$ cat config.mk
export PLATFORM = sky130hd
export DESIGN_NAME = fdc_front
export DESIGN_NICKNAME = d
export VERILOG_FILES = /design/src/fdc_pkg.sv /design/src/fdc_front.sv
export SDC_FILE = /design/constraint.sdc
export NUM_CORES = 1
export LEC_CHECK = 0
export BUFFER_PORTS_ARGS = -buffer_cell sky130_fd_sc_hd__buf_4
export CORE_MARGIN = 2
export CORE_UTILIZATION = 53
export DETAILED_ROUTE_END_ITERATION = 7
export GPL_ROUTABILITY_DRIVEN = 1
export PLACE_DENSITY_LB_ADDON = 0.25
export REMOVE_ABC_BUFFERS = 1
export SLEW_MARGIN = 40
export SYNTH_ARGS = -nofsm -noshare
export SYNTH_HDL_FRONTEND = slang
export SYNTH_SLANG_ARGS = --single-unit
$ cat constraint.sdc
create_clock -name clk -period 2.7 [get_ports clk]
set_clock_uncertainty 0.05 [all_clocks]
set_input_delay 0.135 -clock clk [delete_from_list [all_inputs] [get_ports clk]]
set_output_delay 0.135 -clock clk [all_outputs]
set_load 0.005 [all_outputs]
$ cat src/fdc_pkg.sv
package fdc_pkg;

  localparam int HEADER_BYTES = 28;
  localparam int CRC_SPAN     = 24;
  localparam int DEF_QUEUE_DEPTH = 2;

  localparam logic [1:0] KIND_BODY   = 2'd0;
  localparam logic [1:0] KIND_HEADER = 2'd1;
  localparam logic [1:0] KIND_ERROR  = 2'd2;

  localparam logic [2:0] ST_OK          = 3'd0;
  localparam logic [2:0] ST_TRUNC       = 3'd1;
  localparam logic [2:0] ST_BAD_MAGIC   = 3'd2;
  localparam logic [2:0] ST_BAD_VERSION = 3'd3;
  localparam logic [2:0] ST_BAD_CRC     = 3'd4;
  localparam logic [2:0] ST_TOO_LARGE   = 3'd5;

  localparam logic [1:0] REG_MAGIC       = 2'd0;
  localparam logic [1:0] REG_VERSION     = 2'd1;
  localparam logic [1:0] REG_MAX_BODY    = 2'd2;

  localparam logic [31:0] MAGIC_RESET    = 32'd0;
  localparam logic [15:0] VERSION_RESET  = 16'd1;
  localparam logic [31:0] MAX_BODY_RESET = 32'd65508;

  localparam logic [31:0] CRC_POLY = 32'hEDB88320;

  typedef struct packed {
    logic [1:0]  kind;
    logic [7:0]  body_byte;
    logic        frame_end;
    logic [15:0] message_type;
    logic [31:0] flag_bits;
    logic [31:0] body_len;
    logic [63:0] req_id;
    logic [2:0]  status;
    logic        run_last;
  } res_t;

  // One queued action: the first result, and whether a truncation error follows it.
  typedef struct packed {
    logic two;
    res_t res;
  } act_t;

  typedef struct packed {
    logic out_valid;
    logic pend;
  } back_stat_t;

  function automatic logic [31:0] crc32_byte(input logic [31:0] crc_in, input logic [7:0] b);
    logic [31:0] c;
    c = crc_in ^ {24'd0, b};
    for (int i = 0; i < 8; i++) begin
      c = c[0] ? ((c >> 1) ^ CRC_POLY) : (c >> 1);
    end
    return c;
  endfunction

endpackage

$ cat src/fdc_front.sv
module fdc_front (
  input  logic              clk,
  input  logic              rst,
  input  logic              cfg_valid,
  output logic              cfg_ready,
  input  logic [1:0]        cfg_index,
  input  logic [31:0]       cfg_data,
  input  logic              accept,
  input  logic [7:0]        in_byte,
  input  logic              end_of_data,
  output logic              act_valid,
  output fdc_pkg::act_t     act
);
  import fdc_pkg::*;

  localparam int POS_W = $clog2(HEADER_BYTES);
  localparam int HDR_W = (HEADER_BYTES - 1) * 8;
  localparam logic [POS_W-1:0] POS_LAST = POS_W'(HEADER_BYTES - 1);
  localparam logic [POS_W-1:0] POS_CRC  = POS_W'(CRC_SPAN);

  localparam logic [1:0] PH_HEADER = 2'd0;
  localparam logic [1:0] PH_BODY   = 2'd1;
  localparam logic [1:0] PH_DROP   = 2'd2;

  logic [1:0]       phase, phase_next;
  logic [POS_W-1:0] pos, pos_next;
  logic [31:0]      crc, crc_next;
  logic [31:0]      remaining, remaining_next;
  logic [HDR_W-1:0] hdr;

  logic [31:0] magic_value;
  logic [15:0] expected_version;
  logic [31:0] max_body_length;

  logic [31:0] crc_rx;
  logic [31:0] len;
  logic [31:0] rem_dec;
  logic [2:0]  hdr_status;

  assign cfg_ready = 1'b1;

  // last CRC byte comes straight off the input
  assign crc_rx  = {in_byte, hdr[HDR_W-1 -: 24]};
  assign len     = hdr[127:96];
  assign rem_dec = (remaining == 32'd0) ? 32'd0 : remaining - 32'd1;

  always_comb begin
    priority if (hdr[31:0] != magic_value)      hdr_status = ST_BAD_MAGIC;
    else if (hdr[47:32] != expected_version)    hdr_status = ST_BAD_VERSION;
    else if (crc_rx != ~crc)                    hdr_status = ST_BAD_CRC;
    else if (len > max_body_length)             hdr_status = ST_TOO_LARGE;
    else                                        hdr_status = ST_OK;
  end

  always_comb begin
    phase_next     = phase;
    pos_next       = pos;
    crc_next       = crc;
    remaining_next = remaining;
    act_valid      = 1'b0;
    act            = '0;
    unique case (phase)
      PH_HEADER: begin
        if (pos < POS_CRC) begin
          crc_next = crc32_byte(crc, in_byte);
        end
        if (pos < POS_LAST) begin
          pos_next = pos + POS_W'(1);
          if (end_of_data) begin
            act_valid      = 1'b1;
            act.res.kind   = KIND_ERROR;
            act.res.status = ST_TRUNC;
            act.res.run_last = 1'b1;
            pos_next       = '0;
            crc_next       = '1;
          end
        end else begin
          act_valid = 1'b1;
          pos_next  = '0;
          crc_next  = '1;
          if (hdr_status != ST_OK) begin
            act.res.kind     = KIND_ERROR;
            act.res.status   = hdr_status;
            act.res.run_last = 1'b1;
            phase_next       = end_of_data ? PH_HEADER : PH_DROP;
          end else begin
            act.res.kind         = KIND_HEADER;
            act.res.message_type = hdr[63:48];
            act.res.flag_bits    = hdr[95:64];
            act.res.body_len     = len;
            act.res.req_id       = hdr[191:128];
            act.res.frame_end    = (len == 32'd0);
            act.two              = (len != 32'd0) && end_of_data;
            act.res.run_last     = !act.two;
            remaining_next       = len;
            phase_next           = ((len != 32'd0) && !end_of_data) ? PH_BODY : PH_HEADER;
          end
        end
      end
      PH_BODY: begin
        act_valid         = 1'b1;
        act.res.kind      = KIND_BODY;
        act.res.body_byte = in_byte;
        act.res.frame_end = (rem_dec == 32'd0);
        act.two           = (rem_dec != 32'd0) && end_of_data;
        act.res.run_last  = !act.two;
        remaining_next    = rem_dec;
        if ((rem_dec == 32'd0) || end_of_data) begin
          phase_next     = PH_HEADER;
          remaining_next = '0;
        end
      end
      default: begin
        // drop through the end-of-data mark; unused code behaves the same
        if (end_of_data) begin
          phase_next = PH_HEADER;
        end
      end
    endcase
    if (!accept) begin
      act_valid = 1'b0;
    end
  end

  always_ff @(posedge clk) begin
    if (rst) begin
      phase     <= PH_HEADER;
      pos       <= '0;
      crc       <= '1;
      remaining <= '0;
    end else if (accept) begin
      phase     <= phase_next;
      pos       <= pos_next;
      crc       <= crc_next;
      remaining <= remaining_next;
    end
  end

  always_ff @(posedge clk) begin
    if (accept && (phase == PH_HEADER) && (pos < POS_LAST)) begin
      hdr[{pos, 3'b000} +: 8] <= in_byte;
    end
  end

  always_ff @(posedge clk) begin
    if (rst) begin
      magic_value      <= MAGIC_RESET;
      expected_version <= VERSION_RESET;
      max_body_length  <= MAX_BODY_RESET;
    end else if (cfg_valid && cfg_ready) begin
      unique case (cfg_index)
        REG_MAGIC:    magic_value      <= cfg_data;
        REG_VERSION:  expected_version <= cfg_data[15:0];
        REG_MAX_BODY: max_body_length  <= cfg_data;
        default: ;
      endcase
    end
  end

endmodule

==> results of run 1 <==
[worst max path at each step]
stage / cells after the start / endpoint / from
CTS: 11 / act[141] / hdr[97]
global route: 14 / act[0] / hdr[123]
global placement: 11 / remaining[29] / hdr[127]
finish: 14 / act[0] / hdr[123]
floorplan: 7 / act[159] / hdr[107]
detailed placement: 12 / act[0] / remaining[0]
[cell type report]
type,count,share of cell area
timing repair buffer,541,0.187
multi-input combinational,1405,0.348
inverter,48,0.00726
clock buffer,57,0.0466
tap,448,0.0226
sequential,367,0.383
clock inverter,16,0.00504
antenna,2,0.000202
[timing repair]
action                                  in CTS  in global routing
endpoints found under the setup margin     185                253
setup buffers                               21                 18
endpoints found under the hold margin       87                  0
gates resized for setup                    109                 83
cloned                                       8                  1
pin swaps                                   37                 39
hold buffers                                45                  0
[cells by family after synthesis]
family,synth area share
simple gates,0.252
flops,0.521
compound gates,0.0827
xor+xnor,0.0811
buf+inv,0.0349
fa+ha+maj,0.0268
other cells,0.000206
mux,0.000549
[flip-flops by register name, summed over array words and instances, names as in the netlist]
name / count
magic_value: 32
phase: 2
expected_version: 16
remaining: 32
pos: 5
max_body_length: 32
crc: 32
hdr: 216
[report_power, final]
| group | total (uW) | switching [uW] | internal, uW |
|---|---|---|---|
| logic | 1760 | 965 | 790 |
| registers | 6180 | 163 | 6020 |
| clock network | 5380 | 2280 | 3100 |
[layer usage]
metal	vias to the layer above	global-route usage	wire length, um
met3	179	0.0667	5710
met1	8086	0.429	24100
met4	2	0.133	2420
met5	-	0	8
met2	922	0.558	29400
li1	7622	-	-
[cells in the mapped netlist (all sizes together) (4+ instances only)]
master	instances
nand2b	8
buf	12
clkbuf	103
o21ai	41
a211oi	10
or3	11
and2	186
inv	48
nand3b	7
o211ai	17
nor4	34
xor2	50
o22ai	19
nand4	37
nor3	112
o31ai	5
xnor2	119
a32oi	4
a21oi	124
nor2b	9
edfxtp	216
ha	39
nand3	47
nor2	213
nand2	259
dfxtp	151
[cells in the final DEF, fill, tap and decap left out, drive strengths merged, types with 7 or more instances in the layout]
master,count
dfxtp,151
nand3,47
or3,11
o22ai,19
a211oi,10
a21oi,124
inv,49
o21ai,41
o211ai,17
clkbuf,57
nor2,214
nor3,112
buf,495
nand2,259
clkinv,11
nor2b,9
nor4,34
nand2b,8
xnor2,119
nand3b,7
nand4,37
and2,186
edfxtp,216
dlygate4sd3,45
xor2,50
ha,39
[critical path, cell delays in order (launching register included)]
cell,delay [ns]
edfxtp_1,0.44
ha_4,0.31
nand4_1,0.21
nor4_4,0.37
buf_4,0.15
nand2_1,0.04
o211ai_1,0.20
o22a_4,0.25
buf_4,0.12
buf_6,0.11
nor3_4,0.04
nand4b_1,0.10
a21oi_2,0.08
a311oi_2,0.24
buf_4,0.15
[metrics by stage]
stage          hold slack, ns  total power [uW]  worst slack, ns
6_report               0.0274             13300           -0.841
5_1_grt                0.0241             13700           -0.972
4_1_cts                0.0143             13300           -0.648
3_5_place_dp            0.348              7940           -0.569
3_3_place_gp            0.342              7910           -0.447
2_1_floorplan           0.154              7380            -6.71
==> metrics.txt, run 1 <==
post-synth top area share=0.356; Yosys reg bits=about 370; drc violations=0; r2r startpoint=hdr[117]; Synth area leader=edfxtp_1; DR WL/cell=between 20 and 25 um; first-pass GRT wire length=between 90000 and 100000 um; Iteration-0 DRC Markers=1588; Core Rows=between 60 and 70; Pleak=just under 0.01 uW; failing checks=setup timing; Slew Viols, Final=0; Root Buffer=clkbuf_16; layout cell share with drive strength beyond 1=0.277; initial antenna violation count=2; CTS Buffer Depth=3; Boundary Pins=around 210; fill count=roughly 2.4k; clk sinks=367; CP Data Required Time=about 2.5 ns; critical path class=reg2out; largest net degree at the start of global routing=74; Hold Startpoint=end_of_data; clock transition at the registers of the reported paths=0.06 ns; Pre-Repair DR Iteration Count=7; Max Freq=282 MHz; Hold Path Cell Cnt=4; vias per inst=around 5.8; DR vias=around 17k; Initial Util=0.541; top cells by area, synth=edfxtp_1, dfxtp_1, and2_1; VDD IR-drop max=roughly 0.5 mV; H-tree lvl count=2; Final Routed Wirelength=between 60000 and 70000 um; Core Box Area=approximately 34000 sq um; period utilization=1.31; Seq/Total Area, Yosys=0.521; number of synthesized flops with an enable pin=between 200 and 250; yosys warns=0; TNS Setup=-132.19 ns; clock latency on the worst-skew pair=approximately 0.53 ns; Post-synth ARST share=0; nets=2489; worst path arrival time=between 3 and 4 ns; status=complete, but fails checks; routability cong.=between 0.9 and 1; Tot GR Track Use=0.334; post-route cell area=24800 sq um; register area=between 9000 and 10000 sq um; CTS tree=built; Mapped Cells=~1.9k; P&R area growth vs syn=36.1%; number of instances in the placed design=roughly 2.7k; CP endpoint kind=output port; area of the multi-input gates=around 8600 sq um; R2R depth=14; Final Instance Count excl. Fillers=2884; Die Width=between 150 and 200 um; worst hold path type=in2reg; Synth Flop Type=edfxtp_1; r2r setup slk=-0.49 ns; Port-buffer cells=207; RSZ-0062 raised after global routing=yes; share of the core filled with cells=0.736; worst hold endpoint=phase[0]; Worst setup SP type=register; GRT overflow=0; DP Area=around 22000 sq um; fin crit period=roughly 3.5 ns; distinct cell type count of the synthesized netlist=between 60 and 70; R2R Path End=remaining[19]; final worst slack=-0.841 ns; synthesized area=between 15000 and 20000 sq um; Rel. slew slack=0.396; Final Hold Vio Count=0; Routed Antenna Nets=0; die area=approximately 36000 sq um; cts bufs inserted=40; Avg Cell Area, Syn=roughly 9.4 sq um; measured slew at the worst slew-check pin=about 0.91 ns; Pwr Density=537 nW/um^2; die height=around 190 um; Final setup viols=185; DP Wirelength=41900 um; worst-path fanout max=3; vias in the first global route=16.6k; Max Cap Violations=0
No activity file was read; power rests on OpenSTA's default activity.
==> run 2, diff against run 1 <==
- CELL_PAD_IN_SITES_DETAIL_PLACEMENT: not set -> 0
- CELL_PAD_IN_SITES_GLOBAL_PLACEMENT: not set -> 2
- CORE_UTILIZATION: 53 -> 33
==> run 2 against run 1 <==
- fmax is 0.37% lower
- largest power group is now the clock network
- combinational power is 3% higher
- sequential power hardly changed
- the flow still finishes with violations (setup timing)
- global-route usage is 9.9 points lower
- core utilization is 25 points lower
- cell area is 6.6% higher
==> metrics.txt, run 2 (synthesized netlist as in run 1, its figures left out) <==
Worst setup SP type=register; vias in the first global route=around 16k; Pre-Repair DR Iteration Count=5; number of instances in the placed design=about 3.0k; Tot GR Track Use=0.236; CP Data Required Time=2.52 ns; Design Power=around 14000 uW; Port-buffer cells=just over 200; register area=approximately 9500 sq um; post-route cell area=about 26000 sq um; Final Routed Wirelength=about 70000 um; drc violations=0; Initial Util=0.332; layout cell share with drive strength beyond 1=0.336; die area=57200 sq um; CP endpoint kind=output port; Core Box Area=between 50000 and 60000 sq um; largest net degree at the start of global routing=just under 80; fin crit period=about 3.6 ns; H-tree lvl count=2; nets=~2.5k; clock transition at the registers of the reported paths=0.06 ns; Root Buffer=clkbuf_16; measured slew at the worst slew-check pin=approximately 0.77 ns; crit path cell chain=ha_4, nand4_1, nor4_4, nand2_2, o22a_4, nor4_4, buf_6, buf_12, buf_12, buf_16, and2_4, buf_6; failing checks=setup timing; Final Instance Count excl. Fillers=3164; Slew Viols, Final=0; critical path class=reg2out; crit-path max cell delay=around 0.44 ns; Rel. slew slack=0.486; hold slack=~0.023 ns; Core Rows=86; routability cong.=between 0.8 and 0.9; GRT overflow=0; Routed Antenna Nets=0; Pleak=roughly 0.01 uW; DR WL/cell=~22 um; clock latency on the worst-skew pair=just under 0.6 ns; CTS Buffer Depth=3; RSZ-0062 raised after global routing=yes; P&R area growth vs syn=45.1%; area of the multi-input gates=9070 sq um; status=complete, but fails checks; Final Hold Vio Count=0; worst path arrival time=~3.4 ns; DP Wirelength=47000 um; Iteration-0 DRC Markers=approximately 1.0k; Antenna diodes=0; Critical-path top delay cell=edfxtp_1; Setup WS pre-CTS=-0.596 ns; Max Freq=roughly 280 MHz; first-pass GRT wire length=a little over 100000 um; Largest Register=hdr; fill count=5198; Die Width=~240 um; max FFs per register=about 220; Max Cap Violations=0; clk sinks=approximately 370; cts bufs inserted=43; Final setup viols=about 190; final worst slack=-0.855 ns; worst-path fanout max=8; commonest non-fill, non-tap cell in the layout=buf_4; die height=around 240 um; Pwr Density=537 nW/um^2; DP Area=22200 sq um; VDD IR-drop max=roughly 0.44 mV; vias per inst=approximately 5.2; DR vias=between 15k and 20k; Boundary Pins=roughly 210; period utilization=1.32; initial antenna violation count=1; worst hold path type=in2reg; CTS tree=built; most frequent cells in the layout=buf_4, nand2_1, edfxtp_1, nor2_1, dfxtp_1
## run 2: cell types whose count changed in the layout (fill, tap and decap cells not counted), moves of 6 or more
cell           delta
dlygate4sd3_1     -8
bufinv_16         +7
nor3_2            +6
buf_6            +83
a21oi_2           +8
buf_12           +12
and2_4           +84
a21oi_1          -13
and2_1           -82
buf_4            -71
nor3_1            -9
## run 2: metal layers
layer | vias up | global-route usage | part of all wire
met2 | 448 | 0.398 | 0.48
met3 | 103 | 0.0358 | 0.047
li1 | 7682 | - | -
met5 | - | 0 | 0.00019
met4 | 2 | 0.0551 | 0.025
met1 | 8093 | 0.318 | 0.45
## run 2: area by class of cell
| class | instances | share of cell area |
|---|---|---|
| inverter | 48 | 0.00681 |
| clock inverter | 27 | 0.0133 |
| clock buffer | 52 | 0.0428 |
| multi-input combinational | 1404 | 0.343 |
| tap | 704 | 0.0333 |
| timing repair buffer | 562 | 0.202 |
| sequential | 367 | 0.360 |
## run 2: timing repair
action / 4_1_cts / 5_1_grt
hold endpoints to repair: 94 / 0
pin swaps: 123 / 71
gates resized for setup: 270 / 154
buffers inserted: 48 / 12
hold buffers: 37 / 0
endpoints found under the setup margin: 186 / 257
gates cloned: 17 / 2
## run 2: where the power goes
part | total, uW | internal (uW) | switching (uW)
Sequential | 6170 | 6020 | 155
Clock | 6220 | 3760 | 2460
Combinational | 1820 | 835 | 986
Total | 14200 | 10600 | 3610
## run 2: critical path, delay by kind of cell (launching register included)
kind	cells	cell delay (ns)
AND/OR/NAND/NOR	5	1.11
buffers and inverters	5	0.67
flip-flops	1	0.44
adder cells (fa/ha/maj)	1	0.30
AO/OA/AOI/OAI	1	0.26
## run 2: final timing paths
path | slack, ns | depth (start not counted) | from | endpoint
worst min register to register | 0.40 | 2 | max_body_length[27] | max_body_length[27]
worst max-delay path | -0.85 | 12 | hdr[123] | act[110]
worst max register to register | -0.48 | 11 | hdr[123] | remaining[4]
worst min-delay path | 0.02 | 3 | in_byte[2] | hdr[194]
## run 2: metrics by stage
| stage | setup TNS (ns) | utilization |
|---|---|---|
| final | -127.65 | 0.482 |
| after global routing | -149.86 | 0.482 |
| after CTS | -123.50 | 0.473 |
| after detailed placement | -68.30 | 0.405 |
| after global placement | -65.76 | 0.405 |
| after floorplan | -972.95 | - |
==> run 3, diff against run 2 <==
- RECOVER_POWER: not set -> 50
==> run 3 against run 2 <==
- the flow still finishes with violations (setup timing)
- clock power about the same
- largest power group unchanged
- fmax grew 0.12%
- sequential share of layout area increased by 0.20 points
- sequential power about the same
- combinational power about the same
- cell area is 0.54% lower
- critical path type unchanged
- non-clock buffer count unchanged
- core utilization fell by 0.26 points
- first-iteration DRC count up 4.7%
- die area did not move
- critical path depth rose by 1
- highest routed layer unchanged
==> metrics.txt, run 3 (synthesized netlist as in run 1, its figures left out) <==
DR WL/cell=approximately 22 um; R2R Path End=remaining[4]; DP Area=22200 sq um; critical path class=reg2out; measured slew at the worst slew-check pin=around 1.1 ns; sequential power share=0.435; Hold Startpoint=in_byte[2]; post-route cell area=26300 sq um; DR vias=approximately 16k; Iteration-0 DRC Markers=roughly 1.1k; r2r setup slk=-0.49 ns; fin crit period=3.55 ns; initial antenna violation count=1; H-tree lvl count=2; most frequent cells in the layout=buf_4, nand2_1, edfxtp_1, nor2_1, dfxtp_1; clock latency on the worst-skew pair=about 0.58 ns; die height=approximately 240 um; crit-path max cell delay=0.44 ns; worst-path fanout max=4; Final setup viols=about 190; Initial Util=0.332; Clk network pwr share=0.438; nets=around 2.5k; DP Wirelength=47000 um; Rel. slew slack=0.288; max FFs per register=216; crit path cell chain=ha_4, nand4_1, nor4_4, nand2_2, a31oi_1, o22a_4, nor4_4, buf_6, buf_12, buf_12, clkbuf_16, and2_4, buf_6; Max Cap Violations=0; routability cong.=0.870; CTS Buffer Depth=3; RSZ-0062 raised after global routing=yes; R2R depth=11; Net Sw Power=around 3600 uW; clock transition at the registers of the reported paths=around 0.06 ns; Die Width=239 um; vias per inst=5.15; final worst slack=-0.850 ns; number of instances in the placed design=2984; vias in the first global route=approximately 16k; die area=about 57000 sq um; Pwr Density=539 nW/um^2; worst path arrival time=approximately 3.4 ns; worst hold path type=in2reg; Antenna diodes=0; Max Freq=282 MHz; Comb pwr share=0.127; clk sinks=between 300 and 400; Core Rows=86; CTS tree=built; Sw Ratio=0.253; Slew Viols, Final=0; Core Box Area=roughly 55000 sq um; r2r startpoint=hdr[123]; Pleak=between 0.01 and 0.015 uW; commonest non-fill, non-tap cell in the layout=buf_4; Port-buffer cells=approximately 210; largest net degree at the start of global routing=78; Power Internal=~11000 uW; layout cell share with drive strength beyond 1=0.328; Routed Antenna Nets=0; CP Data Required Time=2.52 ns; worst hold endpoint=hdr[194]; first-pass GRT wire length=~100000 um; Final Hold Vio Count=0; Largest Register=hdr; Boundary Pins=~210; period utilization=1.31; VDD IR-drop max=between 0.4 and 0.5 mV; Root Buffer=clkbuf_16; P&R area growth vs syn=44.3%; Final Instance Count excl. Fillers=~3.2k; Critical-path top delay cell=edfxtp_1; status=complete, but fails checks; failing checks=setup timing; Pre-Repair DR Iteration Count=5; GRT overflow=0; Hold Path Cell Cnt=3; Worst setup SP type=register; share of the core filled with cells=0.480; CP endpoint kind=output port; cts bufs inserted=43; Tot GR Track Use=0.236; drc violations=0; Final Routed Wirelength=about 68000 um
-- run 3: changes by cell type in the layout (fill, tap and decap cells not counted), moves of 3 or more --
cell      change
buf_4        -39
clkbuf_2     +22
clkbuf_1     +16
and2_0       +14
and2_1       -14
clkbuf_4      +3
-- run 3: worst max path at each step --
stage	from	to	slack, ns	depth (start not counted)
floorplan	hdr[107]	act[159]	-6.71	7
global placement	remaining[0]	remaining[4]	-0.70	14
detailed placement	remaining[0]	act[0]	-0.60	12
CTS	remaining[1]	act[0]	-0.84	11
global route	hdr[123]	act[110]	-0.99	12
finish	hdr[123]	act[26]	-0.85	13
-- run 3: metal layers --
metal,GRT usage,up-vias,wire (um)
li1,-,7679,-
met1,0.318,8055,30500
met2,0.398,459,32800
met3,0.0358,106,3410
met4,0.0551,2,1710
met5,0,-,13
-- run 3: final cells by class --
| cell class | count | area (sq um) |
|---|---|---|
| Fill cell | 5231 | 28600 |
| Tap cell | 704 | 881 |
| Multi-Input combinational cell | 1404 | 9060 |
| Clock inverter | 27 | 352 |
| Inverter | 48 | 180 |
| Clock buffer | 52 | 1130 |
| Sequential cell | 367 | 9510 |
| Timing Repair Buffer | 562 | 5190 |
-- run 3: metrics by stage --
stage          total power [uW]  setup TNS [ns]  hold WS (ns)  setup slack [ns]
2_1_floorplan              7380         -972.95         0.154             -6.71
3_3_place_gp               8040          -65.76         0.352            -0.696
3_5_place_dp               8050          -68.30         0.356            -0.596
4_1_cts                   14300         -123.50        0.0106            -0.843
5_1_grt                   14700         -158.22        0.0208            -0.985
6_report                  14200         -127.35        0.0266            -0.850
-- run 3: what timing repair did --
item	CTS	global route
endpoints found under the hold margin	94	0
buffers inserted	48	12
gates cloned	17	2
pin swaps	123	71
hold buffers	37	0
gates resized for setup	270	154
setup endpoints to repair	186	257
-- run 3: power by group through the flow --
stage / combinational, uW / sequential, uW / clock [uW]
after floorplan: 1140 / 6240 / 0
after global placement: 1740 / 6290 / 0
after detailed placement: 1750 / 6290 / 0
after CTS: 1820 / 6170 / 6330
after global routing: 1970 / 6190 / 6570
final: 1800 / 6170 / 6210
-- run 3: worst max-delay path: cells and delay by family, from the launching register on --
kind / cells / cell delay (ns)
DFF: 1 / 0.44
adders and majority gates: 1 / 0.30
and+or+nand+nor: 5 / 0.90
buffers and inverters: 5 / 0.67
AOI/OAI and AO/OA: 2 / 0.48
